### src/hdl/mlqs_pkg.sv
//------------------------------------------------------------------------------
// mlqs_pkg
// Shared types and constants of the multilevel queue scheduler.
//------------------------------------------------------------------------------
package mlqs_pkg;

	localparam logic [1:0] ST_RAN  = 2'd0;
	localparam logic [1:0] ST_IDLE = 2'd1;
	localparam logic [1:0] ST_ACC  = 2'd2;
	localparam logic [1:0] ST_DROP = 2'd3;

	localparam logic [1:0] LVL_RR   = 2'd0;
	localparam logic [1:0] LVL_PRIO = 2'd1;
	localparam logic [1:0] LVL_FCFS = 2'd2;

	localparam logic [2:0] REG_QUANTUM = 3'd0;
	localparam logic [2:0] REG_SLICE   = 3'd1;
	localparam logic [2:0] REG_RR_TOP  = 3'd2;
	localparam logic [2:0] REG_PR_TOP  = 3'd3;
	localparam logic [2:0] REG_FC_TOP  = 3'd4;

	typedef enum logic [2:0] {
		S_IDLE = 3'b001,
		S_EXEC = 3'b010,
		S_OUT  = 3'b100
	} state_t;

	// result word, first field highest
	typedef struct packed {
		logic [15:0] now_time;
		logic [15:0] wait_time;
		logic [15:0] turnaround;
		logic        finished;
		logic [1:0]  run_level;
		logic [5:0]  run_id;
		logic [1:0]  status;
	} result_t;

endpackage

### src/hdl/multilevel_queue_scheduler_top.sv
//------------------------------------------------------------------------------
// multilevel_queue_scheduler_top
// Three-level queue scheduler: round-robin, priority and first-come levels.
//------------------------------------------------------------------------------
// An arrive word gives its result word in the cycle after it is accepted; a
// tick word gives its result after states S_OUT and S_EXEC (queue head read,
// process read, update and write back). The input takes one arrive word per
// cycle, none in S_OUT or S_EXEC, and stalls while a result waits on m_tready.
// Reset: arst_n clears levels, counters, pending flags and time; queue and
// process RAM contents stay undefined and are only read after being written.
module multilevel_queue_scheduler_top
	import mlqs_pkg::*;
#(
	parameter int MAX_PROCS = 64,
	parameter int TIME_BITS = 16
) (
	input  logic        clk,
	input  logic        arst_n,
	input  logic        s_tvalid,
	output logic        s_tready,
	input  logic [23:0] s_tdata,   // proc_id[5:0], priority_req[9:6], burst_len[19:10]
	input  logic        s_tuser,   // action
	output logic        m_tvalid,
	input  logic        m_tready,
	output logic [63:0] m_tdata,   // status, run_id, run_level, finished, turnaround,
	                               // wait_time, now_time
	input  logic        cfg_valid,
	output logic        cfg_ready,
	input  logic [2:0]  cfg_index,
	input  logic [7:0]  cfg_data
);

	localparam int PW = $clog2(MAX_PROCS);
	localparam int CW = PW + 1;
	localparam int PRW = TIME_BITS + 20;

	logic [3:0] quantum_q, rr_top_q, pr_top_q, fc_top_q;
	logic [7:0] slice_q;

	state_t state_q;
	logic   act_q;

	logic [PW-1:0] head_q [3];
	logic [CW-1:0] cnt_q [3];
	logic [MAX_PROCS-1:0] pend_q;
	logic [1:0] lvl_q;
	logic [7:0] slc_q;
	logic [3:0] qnt_q;
	logic [TIME_BITS-1:0] time_q;

	logic [1:0] sel_lvl_q;
	logic       sel_found_q;

	result_t res_q;
	logic    res_v_q;

	// RAM ports
	logic          q_we [3];
	logic [PW-1:0] q_waddr [3];
	logic [PW-1:0] q_wdata [3];
	logic [PW-1:0] q_raddr [3];
	logic [PW-1:0] q_rdata [3];
	logic           p_we;
	logic [PW-1:0]  p_waddr, p_raddr;
	logic [PRW-1:0] p_wdata, p_rdata;

	assign cfg_ready = 1'b1;
	assign s_tready  = (state_q == S_IDLE) && !(res_v_q && !m_tready);
	assign m_tvalid  = res_v_q;
	assign m_tdata   = {(64 - $bits(result_t))'(0), res_q};

	always_ff @(posedge clk or negedge arst_n) begin
		if (!arst_n) begin
			quantum_q <= 4'd4;
			slice_q   <= 8'd10;
			rr_top_q  <= 4'd5;
			pr_top_q  <= 4'd10;
			fc_top_q  <= 4'd15;
		end else if (cfg_valid) begin
			unique case (cfg_index)
				REG_QUANTUM: quantum_q <= cfg_data[3:0];
				REG_SLICE:   slice_q   <= cfg_data;
				REG_RR_TOP:  rr_top_q  <= cfg_data[3:0];
				REG_PR_TOP:  pr_top_q  <= cfg_data[3:0];
				REG_FC_TOP:  fc_top_q  <= cfg_data[3:0];
				default: ;
			endcase
		end
	end

	// level selection on accept (register state only) and band of an arrive word (from s_tdata)
	logic [1:0] nxt_lvl;
	logic       nxt_found, nxt_switch;
	logic [1:0] band_lvl;
	logic [1:0] cand;
	logic [2:0] cand_sum;
	always_comb begin
		nxt_switch = (cnt_q[lvl_q] == '0) || (slc_q >= slice_q);
		nxt_lvl    = lvl_q;
		nxt_found  = !nxt_switch;
		for (int k = 3; k >= 1; k--) begin
			cand_sum = 3'(lvl_q) + 3'(k);
			cand = (cand_sum >= 3'd3) ? 2'(cand_sum - 3'd3) : 2'(cand_sum);
			if (nxt_switch && cnt_q[cand] != '0) begin
				nxt_lvl   = cand;
				nxt_found = 1'b1;
			end
		end
		band_lvl = 2'd3;
		if (s_tdata[9:6] != 4'd0) begin
			if (s_tdata[9:6] <= rr_top_q) band_lvl = LVL_RR;
			else if (s_tdata[9:6] <= pr_top_q) band_lvl = LVL_PRIO;
			else if (s_tdata[9:6] <= fc_top_q) band_lvl = LVL_FCFS;
		end
	end

	logic [PW-1:0] front_id;
	assign front_id = q_rdata[sel_lvl_q];

	always_comb begin
		p_raddr = (state_q == S_OUT) ? front_id : PW'(s_tdata[5:0]);
		for (int l = 0; l < 3; l++) begin
			q_raddr[l] = head_q[l];
		end
	end

	logic [9:0]  rem_dec;
	logic [TIME_BITS-1:0] tnow, tat;
	logic [15:0] wt;
	assign rem_dec = (p_rdata[9:0] != 10'd0) ? p_rdata[9:0] - 10'd1 : 10'd0;
	assign tnow    = time_q;
	assign tat     = tnow - p_rdata[PRW-1:20];
	assign wt      = 16'(tat - TIME_BITS'(p_rdata[19:10]));

	logic arr_ok;
	assign arr_ok = (band_lvl != 2'd3) && (s_tdata[19:10] != 10'd0) &&
		(int'(s_tdata[5:0]) < MAX_PROCS) && !pend_q[PW'(s_tdata[5:0])];

	logic arr_take, res_load, proc_done, rr_rotate;
	assign arr_take  = (state_q == S_IDLE) && s_tvalid && s_tready && !s_tuser;
	assign res_load  = arr_take || (state_q == S_EXEC);
	assign proc_done = (rem_dec == 10'd0);
	assign rr_rotate = !proc_done && sel_lvl_q == LVL_RR && (qnt_q + 4'd1 >= quantum_q);

	result_t arr_res, exec_res;
	always_comb begin
		arr_res = '0;
		arr_res.run_id    = s_tdata[5:0];
		arr_res.now_time  = 16'(time_q);
		arr_res.status    = arr_ok ? ST_ACC : ST_DROP;
		arr_res.run_level = arr_ok ? band_lvl : '0;
		exec_res = '0;
		exec_res.now_time = 16'(time_q);
		exec_res.status   = ST_IDLE;
		if (sel_found_q) begin
			exec_res.status    = ST_RAN;
			exec_res.run_id    = 6'(front_id);
			exec_res.run_level = sel_lvl_q;
			if (proc_done) begin
				exec_res.finished   = 1'b1;
				exec_res.turnaround = 16'(tat);
				exec_res.wait_time  = wt;
			end
		end
	end

	always_comb begin
		p_we = 1'b0; p_waddr = front_id; p_wdata = {p_rdata[PRW-1:10], rem_dec};
		for (int l = 0; l < 3; l++) begin
			q_we[l] = 1'b0;
			q_waddr[l] = PW'(head_q[l] + PW'(cnt_q[l]));
			q_wdata[l] = PW'(s_tdata[5:0]);
		end
		if (arr_take && arr_ok) begin
			p_we = 1'b1;
			p_waddr = PW'(s_tdata[5:0]);
			p_wdata = {time_q, s_tdata[19:10], s_tdata[19:10]};
			q_we[band_lvl] = 1'b1;
		end else if (state_q == S_EXEC && act_q && sel_found_q) begin
			p_we = 1'b1;
			if (rr_rotate) begin
				q_we[0] = 1'b1;
				q_wdata[0] = front_id;
			end
		end
	end

	for (genvar l = 0; l < 3; l++) begin : g_q
		mlqs_ram #(.WIDTH(PW), .DEPTH(MAX_PROCS)) u_q (
			.clk, .we(q_we[l]), .waddr(q_waddr[l]), .wdata(q_wdata[l]),
			.raddr(q_raddr[l]), .rdata(q_rdata[l]));
	end

	mlqs_ram #(.WIDTH(PRW), .DEPTH(MAX_PROCS)) u_proc (
		.clk, .we(p_we), .waddr(p_waddr), .wdata(p_wdata),
		.raddr(p_raddr), .rdata(p_rdata));

	always_ff @(posedge clk or negedge arst_n) begin
		if (!arst_n) begin
			state_q <= S_IDLE; res_v_q <= 1'b0; pend_q <= '0;
			lvl_q <= LVL_RR; slc_q <= '0; qnt_q <= '0; time_q <= '0;
			for (int l = 0; l < 3; l++) begin
				head_q[l] <= '0; cnt_q[l] <= '0;
			end
		end else begin
			if (res_load) res_v_q <= 1'b1;
			else if (m_tready) res_v_q <= 1'b0;
			unique case (state_q)
				S_IDLE: begin
					if (s_tvalid && s_tready) begin
						act_q <= s_tuser;
						if (!s_tuser) begin
							res_q <= arr_res;
							if (arr_ok) begin
								pend_q[PW'(s_tdata[5:0])] <= 1'b1;
								cnt_q[band_lvl] <= cnt_q[band_lvl] + CW'(1);
							end
						end else begin
							time_q <= time_q + TIME_BITS'(1);
							sel_found_q <= nxt_found;
							sel_lvl_q <= nxt_lvl;
							if (nxt_switch) begin
								slc_q <= '0; qnt_q <= '0;
							end
							if (nxt_found) lvl_q <= nxt_lvl;
							state_q <= S_OUT;
						end
					end
				end
				S_OUT: state_q <= S_EXEC;
				S_EXEC: begin
					res_q <= exec_res;
					if (!sel_found_q) begin
						lvl_q <= LVL_RR;
					end else begin
						slc_q <= slc_q + 8'd1;
						if (proc_done || rr_rotate) qnt_q <= '0;
						else if (sel_lvl_q == LVL_RR) qnt_q <= qnt_q + 4'd1;
						if (proc_done) begin
							pend_q[front_id] <= 1'b0;
							head_q[sel_lvl_q] <= head_q[sel_lvl_q] + PW'(1);
							cnt_q[sel_lvl_q] <= cnt_q[sel_lvl_q] - CW'(1);
						end else if (rr_rotate) begin
							head_q[0] <= head_q[0] + PW'(1);
						end
					end
					state_q <= S_IDLE;
				end
				default: state_q <= S_IDLE;
			endcase
		end
	end

`ifndef NO_ASSERTIONS
	a_onehot: assert property (@(posedge clk) disable iff (!arst_n) $onehot(state_q))
		else $error("state not one-hot");
	a_no_accept_busy: assert property (@(posedge clk) disable iff (!arst_n)
		(state_q != S_IDLE) |-> !s_tready) else $error("accept while busy");
	a_exec_result: assert property (@(posedge clk) disable iff (!arst_n)
		(state_q == S_EXEC) |=> res_v_q) else $error("tick gave no result");
`endif

endmodule

### src/hdl/mlqs_ram.sv
//------------------------------------------------------------------------------
// mlqs_ram
// Generic single-port-write, single-port-read RAM with registered read.
//------------------------------------------------------------------------------
module mlqs_ram #(
	parameter int WIDTH = 8,
	parameter int DEPTH = 64
) (
	input  logic                     clk,
	input  logic                     we,
	input  logic [$clog2(DEPTH)-1:0] waddr,
	input  logic [WIDTH-1:0]         wdata,
	input  logic [$clog2(DEPTH)-1:0] raddr,
	output logic [WIDTH-1:0]         rdata
);

	logic [WIDTH-1:0] mem [DEPTH];

	always_ff @(posedge clk) begin
		if (we) begin
			mem[waddr] <= wdata;
		end
		rdata <= mem[raddr];
	end

endmodule

### config.mk
export PLATFORM = sky130hd
export DESIGN_NAME = multilevel_queue_scheduler_top
export DESIGN_NICKNAME = d
export VERILOG_FILES = /design/src/hdl/mlqs_pkg.sv /design/src/hdl/multilevel_queue_scheduler_top.sv /design/src/hdl/mlqs_ram.sv
export SDC_FILE = /design/constraint.sdc
export NUM_CORES = 2
export LEC_CHECK = 0
export BUFFER_PORTS_ARGS = -buffer_cell sky130_fd_sc_hd__buf_2
export CELL_PAD_IN_SITES_DETAIL_PLACEMENT = 1
export CELL_PAD_IN_SITES_GLOBAL_PLACEMENT = 1
export CORE_ASPECT_RATIO = 1.25
export CORE_MARGIN = 1
export CORE_UTILIZATION = 50
export DETAILED_ROUTE_END_ITERATION = 8
export HOLD_SLACK_MARGIN = 0.1
export PLACE_DENSITY_LB_ADDON = 0.1
export SLEW_MARGIN = 10
export SYNTH_ARGS = -nofsm -noshare
export SYNTH_HDL_FRONTEND = slang
export SYNTH_SLANG_ARGS = --single-unit
### constraint.sdc
create_clock -name clk -period 14.9 [get_ports clk]
set_input_delay 2.98 -clock clk [delete_from_list [all_inputs] [get_ports clk]]
set_output_delay 2.98 -clock clk [all_outputs]
set_load 0.005 [all_outputs]
* Yosys cells after proc, flatten, opt, wreduce, memory -nomap -nowiden *
Memory sizes are Yosys's and may differ from the RTL's. A register that Yosys moved wholly into a read port is not among the register bits.
Cells that the tools add are included.

storage, ports and cells
  flip-flop bits (word level) = 224
  RAM bits = 3456
  input port bits = 41
  output and inout bits = 67
  word-level logic and storage cells = 274
  memories kept = 4

operators by class
  add/subtract/negate cells = 19
  magnitude comparators = 20
  eq/ne operators = 18
  mux-type cells = 118
  bitwise gates (word level) = 9
  reductions and logical operators = 58

memories
  memory          depth  bits a word  rd ports  clocked after memory_dff  wr ports  RTL line        source
  u_proc.mem      64     36           1         1                         1         mlqs_ram.sv:17  logic [WIDTH-1:0] mem [DEPTH];
  g_q[0].u_q.mem  64     6            1         1                         1         mlqs_ram.sv:17
  g_q[1].u_q.mem  64     6            1         1                         1         mlqs_ram.sv:17
  g_q[2].u_q.mem  64     6            1         1                         1         mlqs_ram.sv:17

operators with widths
  cell                                    count
  2-to-1 mux 64 bit                       5
  one-hot mux 64 bit (2 select lines)     1
  2-to-1 mux 59 bit                       2
  one-hot mux 59 bit (2 select lines)     1
  2-to-1 mux 21 bit                       5
  2-to-1 mux 7 bit                        14
  binary-select mux 7 bit (select 2 bit)  6
  2-to-1 mux 6 bit                        12
  bitwise AND 64 bit                      1
  NOT 64 bit                              1
  OR 64 bit                               1
  2-to-1 mux 43 bit                       1
  bitwise mux 21 bit                      2
  one-hot mux 21 bit (2 select lines)     1
  2-to-1 mux 36 bit                       1
  2-to-1 mux 33 bit                       1
  2-to-1 mux 8 bit                        4
  2-to-1 mux 2 bit                        15
  demux 7 bit (select 2 bit)              2
  binary-select mux 6 bit (select 2 bit)  2
  2-to-1 mux 1 bit                        24
  2-to-1 mux 4 bit                        6
  nonzero test 7 bit                      3
  logical AND 1 bit                       20
  53 further kinds                        111

* Longest topological paths before layout *
  word-level depth = 16
  gate-level depth with buffers = 18

* Hierarchy *
From an unflattened synthesis, not the netlist that was laid out.

unflattened totals
  cells, all modules = 7474
  area total of the unflattened synthesis = 147950.6 um^2

by module, submodules not included
  module                          instances  cells an instance  area an instance (um^2)  sequential area each (um^2)
  mlqs_ram (u_proc)               1          3780               87973.1                  69907.0
  mlqs_ram (g_q[1].u_q ...)       2          720                15225.9                  11651.2
  mlqs_ram (g_q[0].u_q)           1          719                15227.1                  11651.2
  multilevel_queue_scheduler_top  1          1535               14298.7                  5935.7

* Least setup slack after synthesis *
Ideal clock, no wire load.

  path type = input to register
  from = input m_tready
  to = register res_q (netlist bit m_tdata[0]), enable pin
  library setup time = 0.564 ns
  arrival time = 8.044 ns
  setup slack = 6.292 ns
  stages = 5
  cells stage by stage = nand2b_1 and3_1 nand2_1 or2_2 a211oi_1

between the ends
  longest elaborated chain between the ends = 7

RTL lines
  what                              RTL line                               source
  start, declared                   multilevel_queue_scheduler_top.sv:24   input logic m_tready,
  logical NOT 1 bit                 multilevel_queue_scheduler_top.sv:68   assign s_tready = (state_q == S_IDLE) && !(res_v_q && !m_tready);
  logical AND 1 bit                 multilevel_queue_scheduler_top.sv:68
  logical NOT 1 bit                 multilevel_queue_scheduler_top.sv:68
  logical AND 1 bit                 multilevel_queue_scheduler_top.sv:68
  net s_tready                      multilevel_queue_scheduler_top.sv:20   output logic s_tready,
  logical AND 1 bit                 multilevel_queue_scheduler_top.sv:210  if (s_tvalid && s_tready) begin
  != test 2 x 1 -> 1 bit (no line)  --
  AND reduction 4 bit (no line)     --
  end signal, assigned              multilevel_queue_scheduler_top.sv:213  res_q <= arr_res;
  end signal, assigned              multilevel_queue_scheduler_top.sv:232  res_q <= exec_res;
  end, declared                     multilevel_queue_scheduler_top.sv:54   result_t res_q;

The timed path passes the listed nets, and every way through them passes these cells.
A chain may end at the register's enable or synchronous reset.

* Worst setup path in the final report *
  from = input s_tdata[1]
  to = register u_proc.rdata[7], read port of u_proc.mem

between the ends
  longest elaborated chain between the ends = 1

RTL lines
  what              RTL line                               source
  start, declared   multilevel_queue_scheduler_top.sv:21   input logic [23:0] s_tdata,
  2-to-1 mux 6 bit  multilevel_queue_scheduler_top.sv:121  p_raddr = (state_q == S_OUT) ? front_id : PW'(s_tdata[5:0]);
  end, declared     mlqs_ram.sv:14                         output logic [WIDTH-1:0] rdata

Every way passes these cells.

==> impl_metrics.csv <==
group,metric,value,unit
floorplan,die_y,616.5,microns
floorplan,dieArea,304300,sq um
setup_path,cp.arrival,8.88,ns
route,firstDrtPassIters,6,
sta,fin_crit_sh,54.85,%
cts,post-cts-setup-buffers,0,
sta,finalSetupTns,0,ns
sta,fmax,122.4,MHz
yosys,synth_cells,10140,
yosys,synth_warnings,0,
sta,tightest_slew,1.296,ns
yosys,ys_types,97,
floorplan,io_pins,108,
grt,grt_util_all_layers,31.77,%
route,ant_nets,0,
sta,rsz0062_at_grt,"no",
route,wl_per_cell,33.35,microns
cells_and_area,final_common_cell,"edfxtp_1",
worst_hold_path,hold_end,"pend_q[10]",
cts,cts_buffers,372,
cts,htree_levels,5,
yosys,synthMuxAreaShare,7.413,%
cts,cts_buffer_depth,4,
cells_and_area,drive_gt1_share,14.64,%
yosys,synth_edf_count,3519,
cts,clkTransAtPathRegs,0.06,ns
pwr,p_per_area,144.4,nW/um^2
cells_and_area,syn_to_final_growth,12.25,%
route,vias_per_cell,6.363,
worst_hold_path,min_from,"pend_q[10]",
setup_path,required,15.61,ns
setup_path,ff2ff_setup_slack,7.75,ns
setup_path,worstPathMaxFanout,57,
floorplan,rows,225,
setup_path,r2r_start,"state_q[1]",
cts,cts_tree,"built",
pwr,vdd_drop_max,0.0001228,V
cts,cts-resized-gates,0,
yosys,ys_seq_area_share,73.34,%
cells_and_area,fin_nets,10430,
yosys,yosysTopAreaCellShare,69.95,%
cts,clk-insertion-delay-late,0.94,ns
cts,cts_sinks,3734,
sta,setup-violations-final,0,
sta,setup_ws,6.728,ns
route,drt_wl_total,487.0,mm
yosys,ys_ff_latch,3734,
cts,ctsRootBufferMaster,"clkbuf_16",
setup_path,r2r_cells,14,
floorplan,initial_utilization,50.29,%
yosys,syn_area,151100,sq um
grt,overflow,0,
grt,grt_max_degree,140,
floorplan,die_w,493.6,microns
pwr,power,0.02448,W
sta,skew,0.08352,ns
sta,hold_violations,0,
yosys,synth-simple-area-share,9.539,%
yosys,synth_area_leader_cell,"edfxtp_1",
setup_path,worstReg2RegEnd,"u_proc.rdata[7]",
job,maxCapViolCount,0,
grt,grt_pass1_wl,692.0,mm
outcome,status,"finished, final reports clean",
setup_path,worstSetupEndpointType,"flop",
yosys,synth_top_family_by_area,"simple AND/OR/NAND/NOR gates",
yosys,syn_avg_cell_area,14.90,sq um
route,drc,0,
setup_path,criticalPathCategory,"input pin to flop",
route,drt_iter0_drc,9968,
yosys,ys.flop_type,"edfxtp_1",
yosys,synth_area_leaders,"edfxtp_1, mux4_2, nand2_1",
pwr,leakagePower,56.09,nW
worst_hold_path,hold_path_class,"flop to flop",
sta,period_needed,8.172,ns
yosys,synth_compound_area_share,6.368,%
cts,hold_buffers,0,
worst_hold_path,hold_depth,1,
cells_and_area,fin_util,56.45,%
grt,grt_pass1_vias,97530,
placed_design,port_buffers,97,
sta,relSlewSlack,13.38,%
setup_path,setup.worst_path.start_class,"input pin",
route,vias,92940,
yosys,synthAdderAreaFrac,0.6875,%
placed_design,place_congestion,0.8932,
sta,maxSlewViolCount,0,
placed_design,dp_hpwl,282.1,mm
cells_and_area,final_cell_mix,"edfxtp_1, nand2_1, a21oi_1",
placed_design,pre_cts_ws,6.015,ns
yosys,synth-xor-area-share,0.5218,%
floorplan,coreArea,300400,sq um
grt,antenna_found_initial,38,
yosys,synthArstFlopShare,4.312,%
==> metrics by stage <==
step	area, sq um	instances	hold WS (ns)
5_1_grt	169600	14600	0.5209
4_1_cts	169500	14570	0.5082
3_3_place_gp	157400	13900	0.4608
3_5_place_dp	157400	13900	0.4915
6_report	169600	14610	0.5050
2_1_floorplan	151100	10140	0.4435
==> state kept, by name (all words and copies together), names as in the netlist, 3 cells and up <==
register	cells
u_proc.mem	2304
g_q.u_q.mem	1152
pend_q	64
m_tdata	59
u_proc.rdata	36
cnt_q	21
g_q.u_q.rdata	18
head_q	18
time_q	16
slc_q	8
slice_q	8
fc_top_q	4
pr_top_q	4
qnt_q	4
quantum_q	4
rr_top_q	4
state_q	3
==> synthesized netlist by cell type, types with 25 or more instances <==
master and count:
a2111oi_0 59, a211oi_1 64, a21o_1 26, a21oi_1 586, a311oi_1 95, a31oi_1 126
and3_1 182, buf_1 70, buf_2 278, buf_4 46, clkbuf_1 202, dfrtp_1 149
dfxtp_1 54, edfxtp_1 3519, ha_1 75, inv_1 76, mux2i_1 224, mux4_2 383
nand2_1 2042, nand2b_1 25, nand3_1 309, nand4_1 44, nor2_1 462, nor3_1 152
nor4_1 61, o21ai_0 257, o221ai_1 36, o22ai_1 85, o311ai_0 34, xnor2_1 63
xor2_1 27
==> worst max path at each step <==
stage	endpoint	slack (ns)	cells after the start	startpoint
5_1_grt	u_proc.rdata[9]	6.87	14	s_tdata[1]
6_report	u_proc.rdata[7]	6.73	13	s_tdata[1]
3_3_place_gp	u_proc.rdata[7]	6.19	13	s_tdata[1]
4_1_cts	u_proc.rdata[7]	6.95	13	s_tdata[1]
3_5_place_dp	u_proc.rdata[7]	6.02	13	s_tdata[1]
2_1_floorplan	m_tdata[0]	6.29	5	m_tready
==> per-layer routing <==
metal  vias up  global-route usage, %  share of wire (%)
met5         -                      0              0.018
met4        14                  16.22                5.8
met3       924                  4.459                6.9
met2      3704                  54.28                 50
met1     49270                  39.46                 37
li1      39030                      -                  -
==> logic make-up (layout without fill, tap and decap cells) <==
family          count (synthesis)  after routing
compound gates               1531           1531
xor+xnor                       90             90
simple gates                 3380           3380
fa+ha+maj                      80             80
buf+inv                       689           1143
other cells                     2             42
flops                        3734           3734
mux                           634            634
==> critical path, cell delays in order <==
cell and delay [ns]:
buf_4 0.48, buf_4 0.47, or2_2 0.20, buf_4 0.47
and2_4 0.61, buf_4 0.50, buf_4 0.57, nand2_1 0.12
a311oi_1 0.40, a31oi_1 0.07, o21ai_0 0.63, a21oi_1 0.51
o211ai_1 0.60
==> final cells by class <==
type / count / area (sq um)
repair buffers: 397 / 2988
flip-flops and latches: 3734 / 110800
inverters: 80 / 300.3
clock buffers: 470 / 10000
fillers: 27840 / 130800
diodes: 36 / 90.09
multi-input cells: 5721 / 38350
well taps: 3972 / 4970
clock inverters: 196 / 2051
==> report_power, final <==
part           total [W]  internal [W]  switching [W]
combinational    0.00285      0.000697        0.00215
clock            0.00944       0.00542        0.00401
sequential        0.0122        0.0120       0.000153
total             0.0245        0.0182        0.00632
Note: power is estimated with default switching activity, not from simulation.
